===== src/rtl/mbw_ram.sv =====
`timescale 1ns / 1ps
// Generic single-write, single-read RAM with registered read data.
// No dependencies.
module mbw_ram #(
    parameter int WIDTH = 8,
    parameter int DEPTH = 16
) (
    input  logic                     aclk,
    input  logic                     we,
    input  logic [$clog2(DEPTH)-1:0] waddr,
    input  logic [WIDTH-1:0]         wdata,
    input  logic [$clog2(DEPTH)-1:0] raddr,
    output logic [WIDTH-1:0]         rdata
);

    logic [WIDTH-1:0] mem [DEPTH];

    // Write one entry, register the read
    always_ff @(posedge aclk) begin
        if (we) begin
            mem[waddr] <= wdata;
        end
        rdata <= mem[raddr];
    end

endmodule


===== config.mk =====
export PLATFORM = sky130hd
export DESIGN_NAME = mbw_ram
export DESIGN_NICKNAME = d
export VERILOG_FILES = /design/src/rtl/mbw_ram.sv
export SDC_FILE = /design/constraint.sdc
export NUM_CORES = 1
export LEC_CHECK = 0
export ABC_CLOCK_PERIOD_IN_PS = 4300
export BUFFER_PORTS_ARGS = -buffer_cell sky130_fd_sc_hd__buf_4
export CAP_MARGIN = 15
export CORE_ASPECT_RATIO = 1.75
export CORE_MARGIN = 2
export CORE_UTILIZATION = 35
export DETAILED_ROUTE_END_ITERATION = 6
export PLACE_DENSITY = 0.52
export SYNTH_ARGS = -nofsm -noshare
export SYNTH_HDL_FRONTEND = slang
export SYNTH_SLANG_ARGS = --single-unit

===== constraint.sdc =====
create_clock -name aclk -period 4.3 [get_ports aclk]
set_clock_uncertainty 0.05 [all_clocks]
set_input_delay 0.86 -clock aclk [delete_from_list [all_inputs] [get_ports aclk]]
set_output_delay 0.86 -clock aclk [all_outputs]
set_load 0.005 [all_outputs]

==> flow_metrics.tcl <==
set metrics [dict create \
    initial_core_util_pct 35.8 \
    power_per_cell_area_nw_per_um2 519 \
    relSlewSlack_pct 32.7 \
    slew_viol_final 0 \
    cts_resized 0 \
    synthXorXnorAreaFrac_pct 0 \
    syn_avg_cell_area_sq_um 22.5 \
    worst-endpoint-arrival_ns 2.33 \
    ys_warn_count 0 \
    diodes 0 \
    wl_per_cell_microns 23.1 \
    critPathLaunchType "input port" \
    clk_pin_slew_ns 0.06 \
    p_int_w 0.00257 \
    synth-compound-area-share_pct 2.33 \
    rows 58 \
    postSynthCellCount 229 \
    synth-simple-area-share_pct 3.18 \
    met1_usage_pct 16.9 \
    core_sq_um 14400 \
    ctsHoldBuffers 0 \
    hold_violations 0 \
    vdd_drop_max_v 0.000252 \
    drc 0 \
    fmax_ghz 0.440 \
    syn_area_sq_um 5150 \
    design.die.area_sq_um 15700 \
    cts-root-buf "clkbuf_16" \
    switchingPower_w 0.000615 \
    setup_ws_ns 2.03 \
    gr-total-overflow 0 \
    synth.net_count 247 \
    antenna_found_initial 0 \
    p_sw_share_pct 19.3 \
    pwr-share-comb_pct 4.4 \
    vias 2368 \
    place_ws_ns 1.46 \
    cp_max_fo 5 \
    nets 285 \
    synth_seq_cells 136 \
    period_share_pct 52.8 \
    use_met2_pct 26.3 \
    cap_violations 0 \
    drive_gt1_share_pct 27.5 \
    p_leak_nw 2.04 \
    synthAdderAreaFrac_pct 0 \
    h-tree-depth 4 \
    r2r_slack_ns 2.91 \
    setup-tns-final_ns 0 \
    synth_top_family_by_area "multiplexers" \
    rsz0062_at_grt "false" \
    cts_tree "done" \
    cts_buffers 17 \
    die_height_microns 164 \
    r2r-end "rdata[3]$_DFF_P_" \
    period_needed_ns 2.27 \
    routed_wl_microns 10600 \
    critical_path_class "in -> reg" \
    seq_area_frac_synth_pct 77.8 \
    post_cts_buffers 0 \
    grt_pass1_wl_microns 15800 \
    place_congestion 0.837 \
    die_w_microns 95.7 \
    grt_pass1_vias 2573 \
    final_common_cell "edfxtp_1" \
    cts.sinks 136 \
    setup_viol 0 \
    worst_pin_slew_ns 1.01 \
    clkLatencyLatePin_ns 0.41 \
    synthMuxAreaShare_pct 15.0 \
    rr_worst_depth 3 \
    area_growth_pct 19.2 \
    hold_start "mem[14][3]$_DFFE_PP_" \
    ios 26 \
    vias_per_cell 5.15 \
    crit_required_ns 4.36 \
    whs_path_depth 3 \
    hold_end "rdata[3]$_DFF_P_" \
    drt_iter0_markers 235 \
    seqPwrFrac_pct 46.9 \
    synth_cell_types 19 \
    met3_usage_pct 3.56 \
    outcome "complete, no violations" \
    grt_busiest_layer "met2" \
    most-common-layout-cells "edfxtp_1 (128), buf_4 (28), mux4_2 (18), clkbuf_16 (17), a22oi_1 (16)" \
    firstDrtPassIters 4 \
    reg2reg_from "mem[2][3]$_DFFE_PP_" \
    end_kind "flip-flop" \
    numPortBuffers 25 \
    gr-usage-all-layers_pct 14.8 \
    clk_path_buf_depth 2 \
    antenna_left 0 \
    fillers 1288 \
    hold_class "reg -> reg" \
    p_clk_share_pct 48.7 \
    grt_max_degree 33 \
    dp_hpwl_microns 6800 \
    register_area_sq_um 4000 \
    multi_input_area_sq_um 1060 \
]
-- flip-flops by register name, indices dropped and copies added (netlist names) --
name and count:
mem 128, rdata 8
-- power groups by stage --
stage | combinational, W | sequential, W | clock [W]
2_1_floorplan | 0.0000752 | 0.00152 | 0
4_1_cts | 0.000144 | 0.00149 | 0.00156
5_1_grt | 0.000154 | 0.00149 | 0.00162
3_3_place_gp | 0.000141 | 0.00152 | 0
6_report | 0.000140 | 0.00149 | 0.00155
3_5_place_dp | 0.000144 | 0.00152 | 0
-- through the flow --
stage	std cells	hold slack (ns)	utilization, %	instance area [sq um]	total power (W)
5_1_grt	460	0.668	42.7	6140	0.00327
3_3_place_gp	427	0.597	38.3	5500	0.00166
3_5_place_dp	427	0.620	38.3	5500	0.00166
2_1_floorplan	229	0.579	-	5150	0.00159
4_1_cts	459	0.629	42.7	6130	0.00320
6_report	460	0.627	42.7	6140	0.00318
-- layer usage --
layer  share of wire (%)  wire length (microns)
met1                  38                   3990
met2                  58                   6120
met3                 2.6                    274
met4                 2.1                    228
met5                   0                      0
-- kinds of logic after synthesis --
| group | Yosys count |
|---|---|
| compound gates | 16 |
| simple gates | 35 |
| mux | 32 |
| buf+inv | 10 |
| flops | 136 |
-- worst max-delay path, cell delays in order --
cell and delay, ns:
buf_4 0.12, or3b_2 0.50, nor3_1 0.57, clkbuf_2 0.28
-- worst max-delay path by stage --
stage | start | depth (start not counted) | slack (ns) | endpoint
floorplan | waddr[2] | 2 | 1.90 | mem[0][0]$_DFFE_PP_
global placement | waddr[2] | 3 | 1.54 | mem[0][5]$_DFFE_PP_
detailed placement | waddr[2] | 3 | 1.46 | mem[0][5]$_DFFE_PP_
CTS | waddr[2] | 3 | 1.89 | mem[0][3]$_DFFE_PP_
global route | waddr[2] | 4 | 1.94 | mem[0][3]$_DFFE_PP_
finish | waddr[2] | 4 | 2.03 | mem[0][3]$_DFFE_PP_
-- cells in the mapped netlist (all sizes together) --
master         instances  area [sq um]
nand2b                 2          12.5
clkdlybuf4s25          3          30.0
mux4                  32           773
and2                   1          6.26
nand2                  9          33.8
nor3                   4          20.0
nor2b                  1          6.26
or3b                   1          8.76
nand3                  1          5.00
a22oi                 16           120
buf                    7          56.3
nor2                  13          48.8
and2b                  1          7.51
edfxtp               128          3840
nand3b                 2          15.0
dfxtp                  8           160
-- area by class of cell --
type                    instances  share of cell area, %
multi-input cells              83                   17.2
repair buffers                 29                   3.51
flip-flops and latches        136                   65.3
clock inverters                14                   3.34
well taps                     180                   3.67
clock buffers                  18                   6.99
(Power assumes the default switching activity.)
